<file path="src/design/grd_pkg.sv">
// Shared constants, codes and types for the graph reachability engine.
package grd_pkg;

	localparam int MAX_VERTICES = 64;
	localparam int ADDR_W       = (MAX_VERTICES > 1) ? $clog2(MAX_VERTICES) : 1;
	localparam int CNT_W        = $clog2(MAX_VERTICES + 1);
	localparam int ROW_W        = MAX_VERTICES;
	localparam int VC_W         = 7;
	localparam int VID_W        = 6;
	localparam logic [VC_W-1:0] VC_RESET = 7'd64;

	typedef enum logic [1:0] {
		FUNC_CLEAR = 2'd0,
		FUNC_ADD   = 2'd1,
		FUNC_QUERY = 2'd2,
		FUNC_NOP   = 2'd3
	} func_t;

	typedef enum logic [3:0] {
		ST_IDLE,
		ST_ADD_RS,
		ST_ADD_WS,
		ST_ADD_RD,
		ST_ADD_WD,
		ST_SEED,
		ST_POP,
		ST_POPW,
		ST_LOAD,
		ST_PUSH,
		ST_FIN
	} state_t;

	typedef struct packed {
		logic              any;
		logic [ADDR_W-1:0] idx;
	} pick_t;

endpackage

</file>
<file path="src/design/grd_pick.sv">
// Lowest-set-bit finder shared by every push of the search.
module grd_pick (
	input  logic [grd_pkg::ROW_W-1:0] vec,
	output grd_pkg::pick_t            pick
);
	import grd_pkg::*;

	always_comb begin
		pick.any = |vec;
		pick.idx = '0;
		for (int i = ROW_W - 1; i >= 0; i--) begin
			if (vec[i]) begin
				pick.idx = ADDR_W'(i);
			end
		end
	end

endmodule

</file>
<file path="config.mk">
export PLATFORM = sky130hd
export DESIGN_NAME = grd_pick
export DESIGN_NICKNAME = d
export VERILOG_FILES = /design/src/design/grd_pkg.sv /design/src/design/grd_pick.sv
export SDC_FILE = /design/constraint.sdc
export NUM_CORES = 1
export LEC_CHECK = 0
export BUFFER_PORTS_ARGS = -buffer_cell sky130_fd_sc_hd__buf_2
export CORE_MARGIN = 10
export CORE_UTILIZATION = 42
export DETAILED_ROUTE_END_ITERATION = 10
export PLACE_DENSITY = 0.93
export SLEW_MARGIN = 30
export SYNTH_ARGS = -nofsm -noshare
export SYNTH_HDL_FRONTEND = slang
export SYNTH_SLANG_ARGS = --single-unit
</file>
<file path="constraint.sdc">
create_clock -name vclk -period 2.5
set_clock_uncertainty 0.1 [all_clocks]
set_input_delay 0.5 -clock vclk [all_inputs]
set_output_delay 0.5 -clock vclk [all_outputs]
set_load 0.005 [all_outputs]
</file>
# ---- Word-level counts from Yosys, hierarchy flattened
# Cells that the tools add are included.
dict set report op_classes {
  magnitude_cmp 0
  reduce_logical 1
  n_bitwise 0
  div_mod_pow 0
  eq_ne 0
  mul 0
  n_addsub 0
  n_mux 64
  shifts 0
}
# op n
set ops {}
lappend ops {{$mux W6} 64}
lappend ops {{$reduce_or A64 Y1} 1}
dict set report word_totals {
  word_cells 65
  n_memories 0
  ramBits 0
  latchBits 0
  mem_bits_ro 0
  reg_bits 0
}

# ---- Logic depth before layout (Yosys ltp)
# Gate-level depths: netlist (run 1).
dict set report depth {
  word_depth 64
  ltp_mapped 5
  mapped_depth_nobuf 5
}

# ---- Worst setup path before layout (run 1)
# No wires, ideal clock.
dict set report synth_path {
  kind {input-to-output}
  startpoint {input port vec[62] (netlist name)}
  endpoint {output port pick[6] (netlist name)}
  t_arrival_ns 1.643
  required_ns 1.900
  path_stages 5
  setup_slack_ns 0.257
  n_path_buf 0
  cell_sequence {or4_4 -> nor4b_4 -> nand3_2 -> nor2_2 -> nand3b_1}
}
# item line_no
set synth_rtl {}
lappend synth_rtl {{start, declared} grd_pick.sv:3} ;# input logic [grd_pkg::ROW_W-1:0] vec,
lappend synth_rtl {{end, declared} grd_pick.sv:4} ;# output grd_pkg::pick_t pick

==> flow_summary.toml, run 1 <==
[yosys]
yosysTopAreaCell = "nor4_1"
yosys-top-cells-area = "nor4_1 11%, nor2_1 8.0%, nor3_1 6.8%"
synth_top_area_share = 0.113
synth.most_common_cell = "nor2_1"
synth_cell_types = 40
yosysWarnings = 0
synth_nets = 209
synth_common_cells = "19 x nor2_1, 16 x nor4_1, 12 x nor3_1"
postSynthCellCount = 145
yosysSeqAreaShare = 0
avgSynthCellArea_um2 = 6.12
mappedNetlistArea_um2 = 887

[critical_path]
endpoint_kind = "output port"
crit_top_cell = "o211ai_1"
path_delay_family = "simple AND/OR/NAND/NOR gates"
cp.buffers_inverters = 2
critical_path_required_ns = 1.90
critPathMaxFanout = 3
crit_path_start_kind = "input pin"
crit_type = "in -> out"
arrival_ns = 1.91
critical_path.max_stage_delay_ns = 0.57
cpMaxStageDelayCell = "or4_4"
cp_cell_sequence = "buf_6, or4_4, nor4_4, o211ai_1, o211ai_1, a21boi_1, buf_2"

[routing]
vias = 1451
avgRoutedWirePerCell_um = 14.4
routed_wirelength_mm = 3.67
ant_nets = 0
drt_pass1_iterations = 4
drc = 0
via_per_inst = 5.71
drt-initial-drc-count = 48

[timing]
finalCritPeriodShare = 1.00
fmax_ghz = 0.399
min_period_ns = 2.51
drv_slew = 0
setup_viol = 1
rsz0062_at_grt = "true"
maxSlewHeadroom = 0.664
setup_slack_ns = -0.00505
hold_viol = 0
tightest_slew_ns = 0.499

[place]
hpwl_mm = 3.18
place_ws_ns = -0.0997
gp_congestion = 0.879
portBuffers = 71

[status]
outcome = "complete, but fails checks"
violations = "negative setup slack"

[min_path]
hp-start = "vec[1]"
holdPathEnd = "pick[3]"
holdCritPathClass = "in -> out"
min_path_cells = 5

[final_layout]
drive_gt1_frac = 0.432
seq_cell_count = 0
nClkBuffers = 0
antenna_cells = 0
seqCellArea_um2 = 0
area_growth_pct = 61.6
nNetsFinal = 293
fin_util = 0.723

[die]
die_area_um2 = 4350
io_pins = 71
fp.dieW_um = 66.0
num_rows = 16
die_h_um = 66.0
core_um2 = 1980
start_util = 0.448

[clock_tree]
cts_hold_buf = 0

[power_and_ir_drop]
switching_share = 0.514
powerDensity_nw_per_um2 = 121
internal_power_uw = 84.3
power_frac_comb = 1.000
p_clk_frac = 0
peakVddDrop_mv = 0.0735
cellLeakagePower_uw = 0.000612
p_sw_uw = 89.1
power_frac_seq = 0

[grt]
grt_pass1_wl_mm = 5.64
antenna_found_initial = 0
grt_pass1_vias = 1384
gr-total-overflow = 0
grt_max_degree = 6
track_usage = 0.147

[flow_run]
cap_violations = 0
[final cells by class]
cell class                 instances  area (µm²)
timing repair buffer              82         463
tap                               27        33.8
fill                             173         548
multi-input combinational        135         900
inverter                          10        37.5
[power by group through the flow]
stage	sequential, µW	combinational, µW	clock [µW]
final	0	173	0
after global routing	0	190	0
after CTS	0	165	0
after detailed placement	0	159	0
after global placement	0	155	0
after floorplan	0	51.5	0
[metrics by stage]
stage	power [µW]	TNS, ns	hold WS, ns	instance area (µm²)	instances
2_1_floorplan	51.5	0	1.02	887	145
3_3_place_gp	155	-0.000129	1.27	1350	253
3_5_place_dp	159	-0.111	1.28	1350	253
4_1_cts	165	-0.0211	1.28	1390	253
5_1_grt	190	-0.130	1.32	1430	254
6_report	173	-0.00505	1.27	1430	254
[cell usage in the layout (no fill, tap or decap), drive strengths merged, types with 2 or more instances in the layout]
| cell type | count |
|---|---|
| a211oi | 2 |
| a31oi | 2 |
| o21bai | 3 |
| nor2 | 20 |
| nand2b | 4 |
| o21a | 3 |
| a21oi | 10 |
| o21ai | 7 |
| inv | 10 |
| o311ai | 3 |
| nor4 | 18 |
| nor3 | 12 |
| or4 | 5 |
| nor2b | 5 |
| o31ai | 3 |
| a21boi | 3 |
| nand2 | 9 |
| buf | 82 |
| nand3 | 7 |
| or3 | 3 |
| o211ai | 4 |
[routing by layer]
layer  global-route usage  up-vias  wire [µm]
met4              0.00785        0         14
met1                0.178      640       1620
met3               0.0305        2        280
met2                0.268       64       1750
met5                    0        -          0
li1                     -      745          -
[kinds of logic (layout without fill, tap and decap cells)]
| logic type | Yosys count | count (layout) | share of synthesized area |
|---|---|---|---|
| compound gates | 47 | 47 | 0.364 |
| buf+inv | 10 | 92 | 0.0423 |
| simple gates | 88 | 88 | 0.594 |
[worst max-delay path by stage]
stage | start | end | cells after the start
detailed placement | vec[15] | pick[2] | 7
floorplan | vec[62] | pick[6] | 5
finish | vec[13] | pick[2] | 7
CTS | vec[22] | pick[2] | 7
global placement | vec[15] | pick[2] | 7
global route | vec[13] | pick[2] | 7
[timing repair]
item | CTS | global route
cloned | 0 | 0
setup endpoints to repair | 2 | 7
resized for setup | 7 | 8
buffers inserted | 0 | 1
pin swaps | 5 | 2
hold endpoints to repair | 0 | 0
Note: power is estimated with default switching activity, not from simulation.
==> run 2, diff against run 1 <==
--- a/config.mk
+++ b/config.mk
@@ -9,7 +9,9 @@
 export CORE_MARGIN = 10
 export CORE_UTILIZATION = 42
 export DETAILED_ROUTE_END_ITERATION = 10
+export GPL_TIMING_DRIVEN = 0
 export PLACE_DENSITY = 0.93
+export SETUP_SLACK_MARGIN = 0.05
 export SLEW_MARGIN = 30
 export SYNTH_ARGS = -nofsm -noshare
 export SYNTH_HDL_FRONTEND = slang
==> run 2 against run 1 <==
  * The flow now finishes without violations
  * Sequential share of layout area unchanged
  * Design area fell by 3.3%
  * Final cell count decreased by 3.1%
==> flow_summary.toml, run 2 (synthesized netlist as in run 1, its figures left out) <==
[grt]
grt_pass1_vias = 1347
track_usage = 0.144
gr-total-overflow = 0
grtUsageMet3 = 0.0390
grt_pass1_wl_mm = 5.52
grt-busiest-layer = "met2"
use_met1 = 0.164
use_met2 = 0.273
grt_max_degree = 6
antenna_found_initial = 0

[routing]
vias = 1432
avgRoutedWirePerCell_um = 14.4
drt-initial-drc-count = 64
routed_wirelength_mm = 3.54
drt_pass1_iterations = 4
ant_nets = 0
via_per_inst = 5.82
drc = 0

[status]
outcome = "completed"

[power_and_ir_drop]
finalPower_uw = 167
switching_share = 0.524
peakVddDrop_mv = 0.0771
powerDensity_nw_per_um2 = 120
p_clk_frac = 0
p_sw_uw = 87.2
power_frac_comb = 1.000
internal_power_uw = 79.3
power_frac_seq = 0
cellLeakagePower_uw = 0.000582

[die]
core_um2 = 1980
die_h_um = 66.0
die_area_um2 = 4350
fp.dieW_um = 66.0
num_rows = 16
io_pins = 71
start_util = 0.448

[critical_path]
critPathMaxFanout = 2
critical_path_required_ns = 1.90
arrival_ns = 1.89
crit_type = "in -> out"
crit_path_start_kind = "input pin"
endpoint_kind = "output port"

[clock_tree]
cts_hold_buf = 0

[min_path]
min_path_cells = 5
hp-start = "vec[1]"
holdPathEnd = "pick[3]"
holdCritPathClass = "in -> out"

[final_layout]
seqCellArea_um2 = 0
fill_cells = 174
seq_cell_count = 0
nNetsFinal = 285
layout_commonest_cell = "buf_2"
antenna_cells = 0
nClkBuffers = 0
multi_input_area_um2 = 898
drive_gt1_frac = 0.406
layout_common_cells = "66 x buf_2, 19 x nor2_1, 15 x nor4_1"
area_growth_pct = 56.3

[timing]
drv_slew = 0
rsz0062_at_grt = "true"
hold_viol = 0
setup_tns_ns = 0
fmax_ghz = 0.401
setup_viol = 0
min_period_ns = 2.49
maxSlewHeadroom = 0.690
whs_ns = 1.27
tightest_slew_ns = 0.461
finalCritPeriodShare = 0.997
setup_slack_ns = 0.00847

[place]
gp_congestion = 0.821
place_ws_ns = -0.103
portBuffers = 71
hpwl_mm = 3.01

[flow_run]
cap_violations = 0
==> run 2: cell types whose count changed in the layout (fill, tap and decap cells not counted), sizes merged <==
cell and change:
buf -8
==> run 2: final cells by class <==
cell class | count | share of cell area
tap | 27 | 0.0244
multi-input combinational | 135 | 0.648
inverter | 10 | 0.0271
timing repair buffer | 74 | 0.301
==> run 2: power by group through the flow <==
| stage | combinational [µW] | clock (µW) | sequential, µW |
|---|---|---|---|
| floorplan | 51.5 | 0 | 0 |
| global placement | 144 | 0 | 0 |
| detailed placement | 148 | 0 | 0 |
| CTS | 159 | 0 | 0 |
| global route | 184 | 0 | 0 |
| finish | 167 | 0 | 0 |
==> run 2: critical path, cell delays in order <==
cell and delay (ns):
buf_8 0.09, or4_4 0.54, nor4_4 0.28, o211ai_1 0.13
o211ai_1 0.13, a21boi_1 0.08, buf_2 0.14
==> run 2: how the worst max path moves through the flow <==
stage                  from      end  cells past startpoint
floorplan           vec[62]  pick[6]                      5
global placement    vec[15]  pick[2]                      7
detailed placement  vec[15]  pick[2]                      7
CTS                 vec[36]  pick[2]                      7
global route        vec[36]  pick[2]                      7
finish              vec[36]  pick[2]                      7
==> run 2: timing repair <==
item	4_1_cts	5_1_grt
hold endpoints to repair	0	0
buffers inserted	2	1
pin swaps	9	6
setup endpoints to repair	5	6
gates resized for setup	13	7
==> run 2: stage by stage <==
step           area [µm²]  utilization  cells
3_5_place_dp         1280        0.644    243
5_1_grt              1390        0.699    246
3_3_place_gp         1280        0.644    243
2_1_floorplan         887            -    145
6_report             1390        0.699    246
4_1_cts              1350        0.682    245
==> run 2: metal layers <==
metal / part of all wire / routed length, µm
met5: 0 / 0
met4: 0 / 0
met3: 0.082 / 289
met2: 0.48 / 1710
met1: 0.43 / 1540
==> run 3, diff against run 2 <==
--- a/config.mk
+++ b/config.mk
@@ -9,7 +9,7 @@
 export CORE_MARGIN = 10
 export CORE_UTILIZATION = 42
 export DETAILED_ROUTE_END_ITERATION = 10
-export GPL_TIMING_DRIVEN = 0
+export GPL_TIMING_DRIVEN = 1
 export PLACE_DENSITY = 0.93
 export SETUP_SLACK_MARGIN = 0.05
 export SLEW_MARGIN = 30
==> constraint.sdc (replaced) <==
create_clock -name vclk -period 2.8
set_clock_uncertainty 0.1 [all_clocks]
set_input_delay 0.56 -clock vclk [all_inputs]
set_output_delay 0.56 -clock vclk [all_outputs]
set_load 0.05 [all_outputs]
==> run 3 against run 2 <==
  * Die area is the same
  * Sequential share of layout area is the same
  * Combinational power shrank 4%
  * Largest power group unchanged
  * Sequential cell count is the same
  * Highest routed layer is now met4
  * Clock-buffer cell count is the same
  * Largest cell class unchanged
  * Final cell count grew 1.2%
  * Non-clock buffer count grew 3
  * Wire length grew 8.9%
  * Power shrank 3.0%
  * Core utilization grew 2.5 points
==> flow_summary.toml, run 3 (synthesized netlist as in run 1, its figures left out) <==
[status]
outcome = "completed"

[critical_path]
critPathMaxFanout = 3
crit_type = "in -> out"
critical_path.max_stage_delay_ns = 0.55
cpMaxStageDelayCell = "or4_4"
crit_path_start_kind = "input pin"
arrival_ns = 2.06
endpoint_kind = "output port"
cp_cell_sequence = "buf_2, or4_4, nor4b_4, nand3_2, nor2_4, nand3b_1, buf_4"
critical_path_required_ns = 2.14

[min_path]
holdPathEnd = "pick[3]"
hp-start = "vec[1]"
holdCritPathClass = "in -> out"
min_path_cells = 5

[final_layout]
nClkBuffers = 0
seq_cell_count = 0
final_cells = 249
layout_common_cells = "65 x buf_2, 19 x nor2_1, 14 x nor4_1"
fill_cells = 160
multi_input_area_um2 = 933
layout_commonest_cell = "buf_2"
fin_area_um2 = 1440
area_growth_pct = 61.8
nNetsFinal = 288
antenna_cells = 0
seqCellArea_um2 = 0
drive_gt1_frac = 0.428

[timing]
finalCritPeriodShare = 0.970
setup_slack_ns = 0.0826
min_period_ns = 2.72
setup_viol = 0
drv_slew = 0
rsz0062_at_grt = "true"
tightest_slew_ns = 0.493
fmax_ghz = 0.368
hold_viol = 0
maxSlewHeadroom = 0.668

[routing]
ant_nets = 0
via_per_inst = 5.90
vias = 1470
routed_wirelength_mm = 3.86
drt_pass1_iterations = 4
avgRoutedWirePerCell_um = 15.5
drt-initial-drc-count = 105
drc = 0

[die]
die_area_um2 = 4350
num_rows = 16
start_util = 0.448
io_pins = 71
fp.dieW_um = 66.0
core_um2 = 1980
die_h_um = 66.0

[power_and_ir_drop]
finalPower_uw = 161
cellLeakagePower_uw = 0.000591
powerDensity_nw_per_um2 = 112
peakVddDrop_mv = 0.0816

[place]
place_ws_ns = -0.0296
post_dp_cell_area_um2 = 1360
hpwl_mm = 3.26
gp_congestion = 0.856
portBuffers = 71
place_inst = 249

[grt]
track_usage = 0.157
grt_pass1_wl_mm = 6.02
grt_max_degree = 6
grt_pass1_vias = 1510
antenna_found_initial = 0
gr-total-overflow = 0

[flow_run]
cap_violations = 0
[run 3: layout make-up]
| cell class | count | share of cell area |
|---|---|---|
| repair buffers | 77 | 0.300 |
| well taps | 27 | 0.0235 |
| inverters | 10 | 0.0262 |
| multi-input cells | 135 | 0.650 |
[run 3: routing by layer]
metal  vias up  GRT usage  wire (µm)
met5         -          0          0
met4         0          0         17
met3         2     0.0441        359
met2        69      0.301       1860
met1       668      0.177       1620
li1        731          -          -
[run 3: through the flow]
step	TNS, ns	util	hold slack [ns]
2_1_floorplan	0	-	1.24
5_1_grt	0	0.724	1.54
3_5_place_dp	-0.0586	0.688	1.49
4_1_cts	0	0.709	1.49
3_3_place_gp	-0.00999	0.688	1.48
6_report	0	0.724	1.49
[run 3: how the worst max path moves through the flow]
stage,endpoint,start,slack [ns],depth (start not counted)
finish,pick[6],vec[62],0.08,7
detailed placement,pick[5],vec[15],-0.03,6
floorplan,pick[5],vec[15],0.03,4
global placement,pick[5],vec[15],-0.01,6
global route,pick[0],vec[2],0.01,8
CTS,pick[5],vec[15],0.03,6
[run 3: power by group]
group	internal, µW	switching [µW]
combinational	71.7	89.8
sequential	0	0
clock	0	0
[run 3: what timing repair did]
item | 4_1_cts | 5_1_grt
gates resized for setup | 10 | 6
hold buffers | 0 | 0
endpoints found under the setup margin | 4 | 4
gates cloned | 0 | 0
pin swaps | 3 | 4
buffers inserted | 0 | 0
[run 3: critical path, delay by kind of cell]
family	cells	cell delay, ns
simple gates	5	1.19
buf+inv	2	0.31
