[src/design/grd_ram.sv]
// Generic single-port-write, single-port-read RAM with registered read data.
module grd_ram #(
	parameter int WIDTH = 8,
	parameter int DEPTH = 16
) (
	input  logic                                  clk,
	input  logic                                  we,
	input  logic [(DEPTH > 1 ? $clog2(DEPTH) : 1)-1:0] waddr,
	input  logic [WIDTH-1:0]                      wdata,
	input  logic [(DEPTH > 1 ? $clog2(DEPTH) : 1)-1:0] raddr,
	output logic [WIDTH-1:0]                      rdata
);

	logic [WIDTH-1:0] mem_q [DEPTH];

	always_ff @(posedge clk) begin
		if (we) begin
			mem_q[waddr] <= wdata;
		end
		rdata <= mem_q[raddr];
	end

endmodule

[config.mk]
export PLATFORM = sky130hd
export DESIGN_NAME = grd_ram
export DESIGN_NICKNAME = d
export VERILOG_FILES = /design/src/design/grd_ram.sv
export SDC_FILE = /design/constraint.sdc
export NUM_CORES = 1
export LEC_CHECK = 0
export BUFFER_PORTS_ARGS = -buffer_cell sky130_fd_sc_hd__clkbuf_2
export CAP_MARGIN = 20
export CORE_MARGIN = 2
export CORE_UTILIZATION = 55
export DETAILED_ROUTE_END_ITERATION = 12
export GPL_TIMING_DRIVEN = 1
export PLACE_DENSITY = 0.74
export SYNTH_ARGS = -nofsm -noshare
export SYNTH_HDL_FRONTEND = slang
export SYNTH_SLANG_ARGS = --single-unit
export TNS_END_PERCENT = 20
[constraint.sdc]
create_clock -name clk -period 2.5 [get_ports clk]
set_input_delay 0.5 -clock clk [delete_from_list [all_inputs] [get_ports clk]]
set_output_delay 0.5 -clock clk [all_outputs]
set_load 0.03 [all_outputs]
**Word level (Yosys, flattened, before mapping)**

Memories as Yosys holds them, arrays and structs flattened. A register that Yosys moved wholly into a read port is not among the register bits.
Cells that the tools add are included.

- Logic and storage cells: 3
- Memories kept: 1
- Output and inout bits: 8
- Bits in registers: 0
- Memory bits (writable): 128
- Input port bits: 18

Memories:

| name | words | width | read ports | clocked after memory_dff | wr ports | line | text |
|---|---|---|---|---|---|---|---|
| mem_q | 16 | 8 | 1 | 1 | 1 | 14 | `logic [WIDTH-1:0] mem_q [DEPTH];` |

- Mux-type cells: 2

Operator list:

| kind | number |
|---|---|
| two-way mux 1 bit | 2 |

**Depth between registers and ports, before layout**

Gate-level depths: netlist of run 1.

- Depth in word-level cells: 2
- Gate-level depth with buffers: 5
- Gate-level depth less buffers: 3

**Worst setup path before layout of run 1**

No wires, ideal clock.

- Path type: input-to-reg
- Start: in waddr[2] (netlist name)
- End: mem mem_q[0][0], enable pin
- Library setup time: 383 ps
- Stages: 2
- Data required time: 2117 ps
- Arrival time: 1610 ps
- Path buffers: 0
- Slack: 507 ps
- Cells stage by stage: or3b_2 nor3_1

RTL lines:

| what | line | text |
|---|---|---|
| from (decl) | 8 | `input logic [(DEPTH > 1 ? $clog2(DEPTH) : 1)-1:0] waddr,` |
| to (decl) | 14 |  |

No word-level cell before the write port.

**Worst setup path after layout of run 1**

- Start: reg rdata[7], read port of mem_q
- End: out rdata[7]

RTL lines:

| what | line | text |
|---|---|---|
| from (decl) | 11 | `output logic [WIDTH-1:0] rdata` |

No word-level cell between the ends.

==> results.md, run 1 <==
- Synth warn: 0
- CP max FO: 1
- WL/cell: 23.3 um
- Initial antenna violation count: 0
- Overflow after GRT: 0
- Max Cap Violations: 0
- CTS Sinks: 136
- Clk buf depth: 2
- CTS root buf: clkbuf_8
- RePlAce Congestion: 0.810
- Port bufs: 25
- CP max stage delay: 0.37 ns
- Resize count post-CTS: 0
- Synthesis-stage register bit count: 136
- Min-Delay Path Class: primary input to flip-flop
- First-pass GRT wire length: 14.7 mm
- Average via count per standard cell: 5.98
- Final setup fails: 0
- Setup TNS: 0 ns
- Post-synth top cells: edfxtp_1 (128), mux4_2 (18), a22oi_1 (16), mux4_1 (14), nor2_1 (13)
- Final worst-path cycle share: 63.9%
- Post-route antenna net violation count: 0
- Die height: 101 um
- Post-synth ARST share: 0%
- Row cnt: 35
- Number of fill cells: 570
- Worst Max-Slew Pin Slew: 0.574 ns
- Final WL: 9.50 mm
- Dominant synthesized flop cell: edfxtp_1
- Post-CTS Setup Inserts: 0
- Largest net degree at the start of global routing: 33
- Crit path DAT: 1.10 ns
- Layout area overhead: 18.2%
- Clock Skew: 0.0112 ns
- Drt drc: 0
- Sequential-to-total area share from yosys stat: 77.8%
- Layout cells sized above 1: 32.7%
- Antenna cell count: 0
- Yosys top cell area share: 74.7%
- Top delay family on crit path: flip-flops
- Tmin final: 1.60 ns
- Die ar.: 0.0101 mm^2
- Worst Path Required: 2.00 ns
- I/O pin count: 26
- Initial Util: 56.2%
- Post-synth EDFFs: 128
- WS Path Type: flip-flop to output pin
- Worst setup SP type: flip-flop
- Peak VDD IR: 0.502 mV
- CTS clk-pin slew, worst paths: 0.06 ns
- Final Hold Vio Count: 0
- Synth area leader: edfxtp_1
- Area of placed instances: 0.00550 mm^2
- Count leader, synth: edfxtp_1
- Vias in the first global route: 2585
- RSZ-0062 raised after global routing: false
- DR iter-0 viols: 223
- Min Hold Slack: 0.424 ns
- Vias: 2440
- CP Capture Type: output pin
- Synthesized area per cell: 22.5 um^2
- Fin area: 0.00608 mm^2
- Worst Path Buf+Inv: 1
- Crit path cell chain: clkbuf_2
- Top area cells in the synthesized netlist: edfxtp_1 (75%), mux4_2 (7.9%), mux4_1 (7.1%), dfxtp_1 (3.1%), a22oi_1 (2.3%)
- F_max: 626 MHz
- Clk_lat worst skew: 0.51 ns
- Syn Inst Count: 229
- Syn Nets: 247
- H-tree levels: 4
- Crit path max-delay cell type: dfxtp_1
- Die X: 101 um
- CTS buffer count: 17
- GRT Total Usage: 21.0%
- Run status: complete, no violations
- Mapped cell area: 0.00515 mm^2
- Post-layout nets: 302
- Core area: 0.00915 mm^2
- Synth unique cells: 19
- Slew margin rel.: 61.6%
- Slew Limit Fails: 0
- DP HPWL: 6.08 mm
- CTS tree: yes
- Total iterations of the first detailed-routing run: 4
- Layout Utilization: 66.5%
- LEAKAGE: 2.09 nW
- Cell Pwr Density: 859 mW/mm^2
- Post-CTS Hold Fix Bufs: 0
stage by stage:
step,cells,setup WS [ns],power (mW)
detailed placement,376,0.469,2.88
global placement,376,0.511,2.87
finish,408,0.903,5.23
global route,408,0.864,5.37
CTS,408,0.865,5.27
floorplan,229,0.507,2.77
layout by cell type, fill, tap and decap left out, types with 2 or more instances in the layout:
cell type   count
dfxtp_1         8
clkinv_4        3
edfxtp_1      128
nand3b_1        2
mux4_1         14
a22oi_1        16
bufinv_16       2
inv_6           6
nand2_1         9
clkbuf_2       25
clkinvlp_4      3
nor2_1         13
mux4_2         18
nor3_1          4
clkbuf_8        2
clkbuf_16      16
buf_4          20
nand2b_1        2
layer usage:
| layer | GRT usage [%] | wire length [um] | vias to the layer above |
|---|---|---|---|
| met2 | 34.2 | 4850 | 77 |
| met4 | 7.90 | 107 | 0 |
| met3 | 4.23 | 481 | 7 |
| met1 | 28.4 | 4060 | 1269 |
| li1 | - | - | 1087 |
| met5 | 0 | 0 | - |
layout make-up:
| type | count | area, um^2 | share of cell area, % |
|---|---|---|---|
| Timing Repair Buffer | 46 | 295 | 4.85 |
| Multi-Input combinational cell | 83 | 1060 | 17.4 |
| Tap cell | 111 | 139 | 2.28 |
| Clock inverter | 14 | 161 | 2.65 |
| Sequential cell | 136 | 4000 | 65.8 |
| Clock buffer | 18 | 428 | 7.03 |
kinds of logic (layout without fill, tap and decap cells):
| family | Yosys count | after routing | share of synthesized area [%] |
|---|---|---|---|
| flops | 136 | 136 | 77.8 |
| simple gates | 35 | 35 | 3.18 |
| mux | 32 | 32 | 15.0 |
| compound gates | 16 | 16 | 2.33 |
| buf+inv | 10 | 78 | 1.68 |
path summary, 6_finish.rpt:
path,startpoint,endpoint,slack [ns],cells after the start
setup / recovery,rdata[7],rdata[7],0.90,1
hold / removal,wdata[3],mem_q[6][3],0.42,1
setup reg to reg,mem_q[2][2],rdata[2],1.13,3
hold reg to reg,mem_q[14][6],rdata[6],0.67,3
state kept, by name, summed over array words and instances (netlist names):
| signal | cells |
|---|---|
| rdata | 8 |
| mem_q | 128 |
where the power goes:
part           internal, mW  leakage [nW]  switching, mW
combinational         0.101         0.590          0.160
clock                  1.47         0.280          0.934
sequential             2.55          1.22         0.0149
Note: power is estimated with default switching activity, not from simulation.
==> inputs of run 2 (changes only) <==
ABC_AREA = 1   (was not set)
PLACE_DENSITY = 0.76   (was 0.74)
clock period = 1.4 ns   (was 2.5 ns; I/O delays follow)
==> run 2 against run 1 <==
Compared with the run above: count of clock-buffer cells in the layout unchanged; first-iteration DRC count grew 68%; critical path depth is the same; final cell count rose by 84%; flip-flop and latch count unchanged; cell area increased by 12%; global-route usage grew 4.2 points; highest routed layer unchanged.
==> results.md, run 2 <==
- Worst hold stages: 4 (+3)
- Number of fill cells: 726 (+27%)
- Antenna cell count: 0 (unchanged)
- Layout Utilization: 66.5% (about the same)
- Reg2Reg Depth: 6 (+3)
- Count leader, synth: nand2_1
- WS Path Type: flip-flop to output pin
- Synth area leader: edfxtp_1
- Initial antenna violation count: 0 (unchanged)
- Setup TNS: 0 ns (unchanged)
- Average via count per standard cell: 5.30 (-11%)
- CP Capture Type: output pin
- Cell Pwr Density: 1470 mW/mm^2 (+71%)
- Final WL: 13.0 mm (+37%)
- DP HPWL: 8.09 mm (+33%)
- Post-synth ARST share: 0% (unchanged)
- Sequential-to-total area share from yosys stat: 69.4% (-8.4 points)
- Max Cap Violations: 0 (unchanged)
- Min-Delay Path Class: primary input to flip-flop
- Post-CTS Setup Inserts: 0 (unchanged)
- Synth warn: 0 (unchanged)
- Final setup fails: 0 (unchanged)
- Worst Path Required: 1.12 ns (-0.88 ns)
- Core area: 0.0102 mm^2 (+12%)
- Top area cells in the synthesized netlist: edfxtp_1 (67%), nand2_1 (11%), nand3_1 (8.4%), inv_1 (6.5%), dfxtp_1 (2.8%)
- Total power: 9.98 mW (+91%)
- LEAKAGE: 2.98 nW (+42%)
- RSZ-0062 raised after global routing: false
- Crit path cell chain: clkbuf_4
- Layout cells sized above 1: 14.3% (-18 points)
- Largest net degree at the start of global routing: 55 (+67%)
- Vias: 3977 (+63%)
- Clk buf depth: 2 (unchanged)
- Initial Util: 56.4% (+0.12 points)
- H-tree levels: 4 (unchanged)
- Dpl ws: 0.0344 ns (-0.435 ns)
- Slew margin rel.: 67.5% (+5.9 points)
- First-pass GRT wire length: 20.7 mm (+41%)
- RePlAce Congestion: 0.910 (+12%)
- Most common cell after layout, fill and taps aside: nand2_1
- I/O pin count: 26 (unchanged)
- Worst setup SP type: flip-flop
- CTS root buf: clkbuf_8
- Clock Skew: 0.00930 ns (-0.00195 ns)
- Commonest cells after routing, fill and taps aside: nand2_1 (173), edfxtp_1 (128), inv_1 (100)
- Post-route antenna net violation count: 0 (unchanged)
- Clk_lat worst skew: 0.53 ns (+0.02 ns)
- CP max FO: 1 (unchanged)
- Vias in the first global route: 3966 (+53%)
- Largest regs: mem_q (128), rdata (8)
- Post-layout nets: 619 (+100%)
- CTS clk-pin slew, worst paths: 0.06 ns (about the same)
- Peak VDD IR: 0.840 mV (+67%)
- CTS buffer count: 17 (unchanged)
- Mapped cell area: 0.00577 mm^2 (+12%)
- Total iterations of the first detailed-routing run: 5 (+1)
- Final Hold Vio Count: 0 (unchanged)
- RR Endpoint: rdata[4]
- Final Worst Setup Slack: 0.0367 ns (-0.867 ns)
- CTS tree: yes
- WL/cell: 17.3 um (-26%)
- Drt drc: 0 (unchanged)
- Final worst-path cycle share: 97.4%
- GRT Total Usage: 25.2% (+4.2 points)
- Crit path max-delay cell type: dfxtp_1
- Dominant synthesized flop cell: edfxtp_1
- Overflow after GRT: 0 (unchanged)
- Worst Max-Slew Pin Slew: 0.487 ns (-0.0868 ns)
- CP max stage delay: 0.36 ns (about the same)
- Hold Crit Start: raddr[3]
- Synthesis-stage register bit count: 136 (unchanged)
- Crit path DAT: 1.08 ns (-0.02 ns)
- R2r setup slk: 0.33 ns (-0.80 ns)
- WHS Endpoint: rdata[4]
- DR iter-0 viols: 374 (+68%)
- Max reg flops: 128 (unchanged)
- CTS Sinks: 136 (unchanged)
- Yosys top cell area share: 66.7% (-8.0 points)
- F_max: 733 MHz
- Syn Nets: 569 (+130%)
- Die ar.: 0.0113 mm^2 (+12%)
- Top delay family on crit path: flip-flops
- Slew Limit Fails: 0 (unchanged)
- Layout area overhead: 17.9%
- Most flop-heavy register: mem_q
- Syn Inst Count: 551 (+140%)
- Row cnt: 37 (+5.7%)
- Die height: 106 um (+5.6%)
- Die X: 106 um (+5.6%)
- Post-synth top cells: nand2_1 (173), edfxtp_1 (128), inv_1 (100), nand3_1 (97), nor2_1 (17)
- Port bufs: 25 (unchanged)
- R2r startpoint: mem_q[7][4]
- Synthesized area per cell: 10.5 um^2 (-53%)
- Synth unique cells: 12 (-7)
- Tmin final: 1.36 ns
- Worst Path Buf+Inv: 1 (unchanged)
- Run status: complete, no violations
- Post-synth EDFFs: 128 (unchanged)
- Min Hold Slack: 0.220 ns (-0.204 ns)
run 2: cell types whose count changed in the layout (fill, tap and decap cells not counted), moves of 3 or more:
cell | previous run | this run
mux4_1 | 14 | 0
nand3_1 | 1 | 97
a22oi_1 | 16 | 0
inv_1 | 0 | 100
nor2_1 | 13 | 17
buf_4 | 20 | 27
inv_6 | 6 | 2
nor3_1 | 4 | 0
mux4_2 | 18 | 0
bufinv_16 | 2 | 5
nand2_1 | 9 | 173
run 2: layout make-up:
type	count	area, um^2	share of cell area [%]
inverter	102	383	5.63
tap	136	170	2.50
timing repair buffer	55	390	5.74
clock buffer	18	418	6.14
sequential	136	4000	58.9
multi-input combinational	289	1210	17.8
clock inverter	14	223	3.27
run 2: metrics by stage:
| step | area, um^2 | cells |
|---|---|---|
| 4_1_cts | 6800 | 750 |
| 5_1_grt | 6800 | 750 |
| 3_3_place_gp | 6160 | 718 |
| 6_report | 6800 | 750 |
| 2_1_floorplan | 5770 | 551 |
| 3_5_place_dp | 6160 | 718 |
run 2: routing by layer:
metal  vias up  part of all wire (%)  global-route usage (%)  wire length (um)
met4         0                   2.4                    11.6               312
met1      1869                    38                    31.9              4990
li1       1879                     -                       -                 -
met5         -                     0                       0                 0
met2       199                    51                    41.2              6620
met3        30                   8.1                    6.25              1050
run 2: power breakdown:
| part | internal, mW | leakage, nW | switching (mW) |
|---|---|---|---|
| Combinational | 0.186 | 1.46 | 0.443 |
| Sequential | 4.55 | 1.22 | 0.0304 |
| Clock | 3.09 | 0.294 | 1.69 |
| Total | 7.82 | 2.98 | 2.16 |
run 2: worst register-to-register path: cells and delay by family (launching register included):
family	cells	cell delay [ns]
flops	1	0.37
buf+inv	1	0.09
simple gates	5	0.52
run 2: cell families after synthesis:
kind of cell	after synthesis	synth area share, %
flops	136	69.4
buf+inv	126	9.52
simple gates	289	21.0
run 2: worst max-delay path by stage:
stage / startpoint / endpoint / slack [ns] / cells past startpoint
after detailed placement: raddr[0] / rdata[3] / 0.03 / 8
after global routing: rdata[7] / rdata[7] / 0.008 / 1
after global placement: raddr[0] / rdata[3] / 0.07 / 8
final: rdata[7] / rdata[7] / 0.04 / 1
after floorplan: waddr[2] / mem_q[10][0] / 0.17 / 2
after CTS: rdata[7] / rdata[7] / 0.009 / 1
run 2: timing repair:
item,in CTS,in global routing
gates resized for setup,0,2
hold buffers,0,0
endpoints found under the setup margin,0,1
==> inputs of run 3 (changes only) <==
RECOVER_POWER = 25   (was not set)
SETUP_SLACK_MARGIN = 0.5   (was not set)
==> run 3 against run 2 <==
Compared with the run above: cell area increased by 1.6%; final cell count is 0.27% lower; clock skew up 0.0055 ns; largest cell class unchanged; critical endpoint unchanged; highest routed layer unchanged; largest power group is now sequential cells.
==> results.md, run 3 (same netlist as run 2, synthesis figures left out) <==
- Top delay family on crit path: flip-flops
- Clk_lat worst skew: 0.52 ns (about the same)
- CP max stage delay: 0.36 ns (about the same)
- Total iterations of the first detailed-routing run: 5 (unchanged)
- First-pass GRT wire length: 20.4 mm (-1.2%)
- Drt drc: 0 (unchanged)
- Crit path max-delay cell type: dfxtp_4
- CTS clk-pin slew, worst paths: 0.06 ns (about the same)
- Port bufs: 25 (unchanged)
- WL/cell: 17.1 um (-1.2%)
- Psw: 2.05 mW (-5.3%)
- Vias: 3975 (-0.050%)
- Max reg flops: 128 (unchanged)
- GRT Total Usage: 24.9% (-0.32 points)
- LEAKAGE: 2.98 nW (-0.21%)
- Worst setup SP type: flip-flop
- Layout cells sized above 1: 16.0% (+1.7 points)
- Area of placed instances: 0.00627 mm^2 (+1.8%)
- P_int: 7.62 mW (-2.6%)
- Gate power share: 6.9% (+0.6 points)
- Final setup fails: 0 (unchanged)
- CTS buffer count: 17 (unchanged)
- Clk pwr share: 45.6% (-2.2 points)
- Worst Path Required: 1.12 ns (about the same)
- Final WL: 12.8 mm (-1.5%)
- Row cnt: 37 (unchanged)
- Crit path DAT: 1.00 ns (-0.08 ns)
- RSZ-0062 raised after global routing: true
- R2r startpoint: mem_q[0][6]
- Sequential share of power: 47.5% (+1.6 points)
- Sw Share: 21.2% (-0.47 points)
- WS Path Type: flip-flop to output pin
- Largest net degree at the start of global routing: 33 (-40%)
- F_max: 779 MHz (+6.1%)
- Final worst-path cycle share: 91.7% (-5.6 points)
- CP max FO: 1 (unchanged)
- CTS Sinks: 136 (unchanged)
- Met3 Resource Use GR: 5.21% (-1.0 points)
- Setup TNS: 0 ns (unchanged)
- Post-layout nets: 617 (-0.32%)
- Slew margin rel.: 43.5% (-24 points)
- Max Cap Violations: 0 (unchanged)
- H-tree levels: 4 (unchanged)
- Met2 Use GR: 41.2% (unchanged)
- Peak VDD IR: 0.964 mV (+15%)
- DP HPWL: 7.93 mm (-2.0%)
- Vias in the first global route: 3954 (-0.30%)
- Crit path cell chain: buf_8
- Run status: complete, no violations
- CTS tree: yes
- Tmin final: 1.28 ns (-0.0789 ns)
- Commonest cells after routing, fill and taps aside: nand2_1 (173), edfxtp_1 (128), inv_1 (100)
- Worst Path Buf+Inv: 1 (unchanged)
- GR Util met1: 31.9% (about the same)
- Most common cell after layout, fill and taps aside: nand2_1
- Layout Cells excl Fill: 748 (-0.27%)
- Die X: 106 um (unchanged)
- Post-CTS Setup Inserts: 0 (unchanged)
- Slew Limit Fails: 0 (unchanged)
- Die ar.: 0.0113 mm^2 (unchanged)
- Overflow after GRT: 0 (unchanged)
- Min-Delay Path Class: primary input to flip-flop
- Fin area: 0.00691 mm^2 (+1.6%)
- Post-route antenna net violation count: 0 (unchanged)
- Grt peak-use layer: met2
- Clk buf depth: 2 (unchanged)
- Cell Pwr Density: 1400 mW/mm^2 (-4.7%)
- I/O pin count: 26 (unchanged)
- Initial antenna violation count: 0 (unchanged)
- Largest regs: mem_q (128), rdata (8)
- Core area: 0.0102 mm^2 (unchanged)
- Crit path from: rdata[7]
- RePlAce Congestion: 0.860 (-5.5%)
- CP Capture Type: output pin
- Worst Max-Slew Pin Slew: 0.847 ns (+0.360 ns)
- Min Hold Slack: 0.150 ns (-0.0701 ns)
- CTS root buf: clkbuf_8
- Hold Crit Start: raddr[3]
- Placed Cells: 716 (-0.28%)
- Layout area overhead: 19.8%
- Antenna cell count: 0 (unchanged)
- Final Hold Vio Count: 0 (unchanged)
- Clock Skew: 0.0147 ns (+0.00545 ns)
- Die height: 106 um (unchanged)
- Most flop-heavy register: mem_q
- DR iter-0 viols: 311 (-17%)
- Average via count per standard cell: 5.31 (+0.22%)
- Initial Util: 56.4% (unchanged)
run 3: cell types whose count changed in the layout (fill, tap and decap cells not counted), sizes merged:
cell / change
clkinv: +1
clkbuf: -1
bufinv: -2
clkinvlp: -3
buf: +5
inv: -2
run 3: worst paths after layout:
kind | to | slack [ns] | cells past startpoint
worst max-delay path | rdata[7] | 0.12 | 1
worst min-delay path | rdata[6] | 0.15 | 3
worst max register to register | rdata[6] | 0.36 | 6
worst min register to register | rdata[6] | 0.67 | 6
run 3: through the flow:
step	worst slack, ns	utilization [%]	power, mW
floorplan	0.246	-	5.04
global placement	0.0666	61.3	5.28
detailed placement	0.0141	61.3	5.30
CTS	0.0670	67.4	9.67
global route	0.0891	67.5	9.95
finish	0.116	67.5	9.67
run 3: layout make-up:
type                       count  area (um^2)
fill                         691         3320
clock inverter                 8          120
clock buffer                  24          470
timing repair buffer          53          499
tap                          136          170
sequential                   136         4010
multi-input combinational    289         1250
inverter                     102          383
run 3: repair_timing:
action,in CTS,in global routing
pin swaps,0,0
hold buffers,0,0
gates resized for setup,9,20
endpoints found under the setup margin,16,16
run 3: power groups by stage:
stage	Sequential [mW]	Combinational, mW	Clock [mW]
floorplan	4.71	0.330	0
global placement	4.66	0.619	0
detailed placement	4.67	0.633	0
CTS	4.59	0.654	4.43
global route	4.60	0.729	4.62
finish	4.59	0.668	4.41
run 3: per-layer routing:
layer  up-vias  routed length [um]  part of all wire [%]
met5         -                   0                     0
met4         0                 257                   2.0
met3        22                 835                   6.5
met2       182                6580                    51
met1      1902                5110                    40
li1       1869                   -                     -
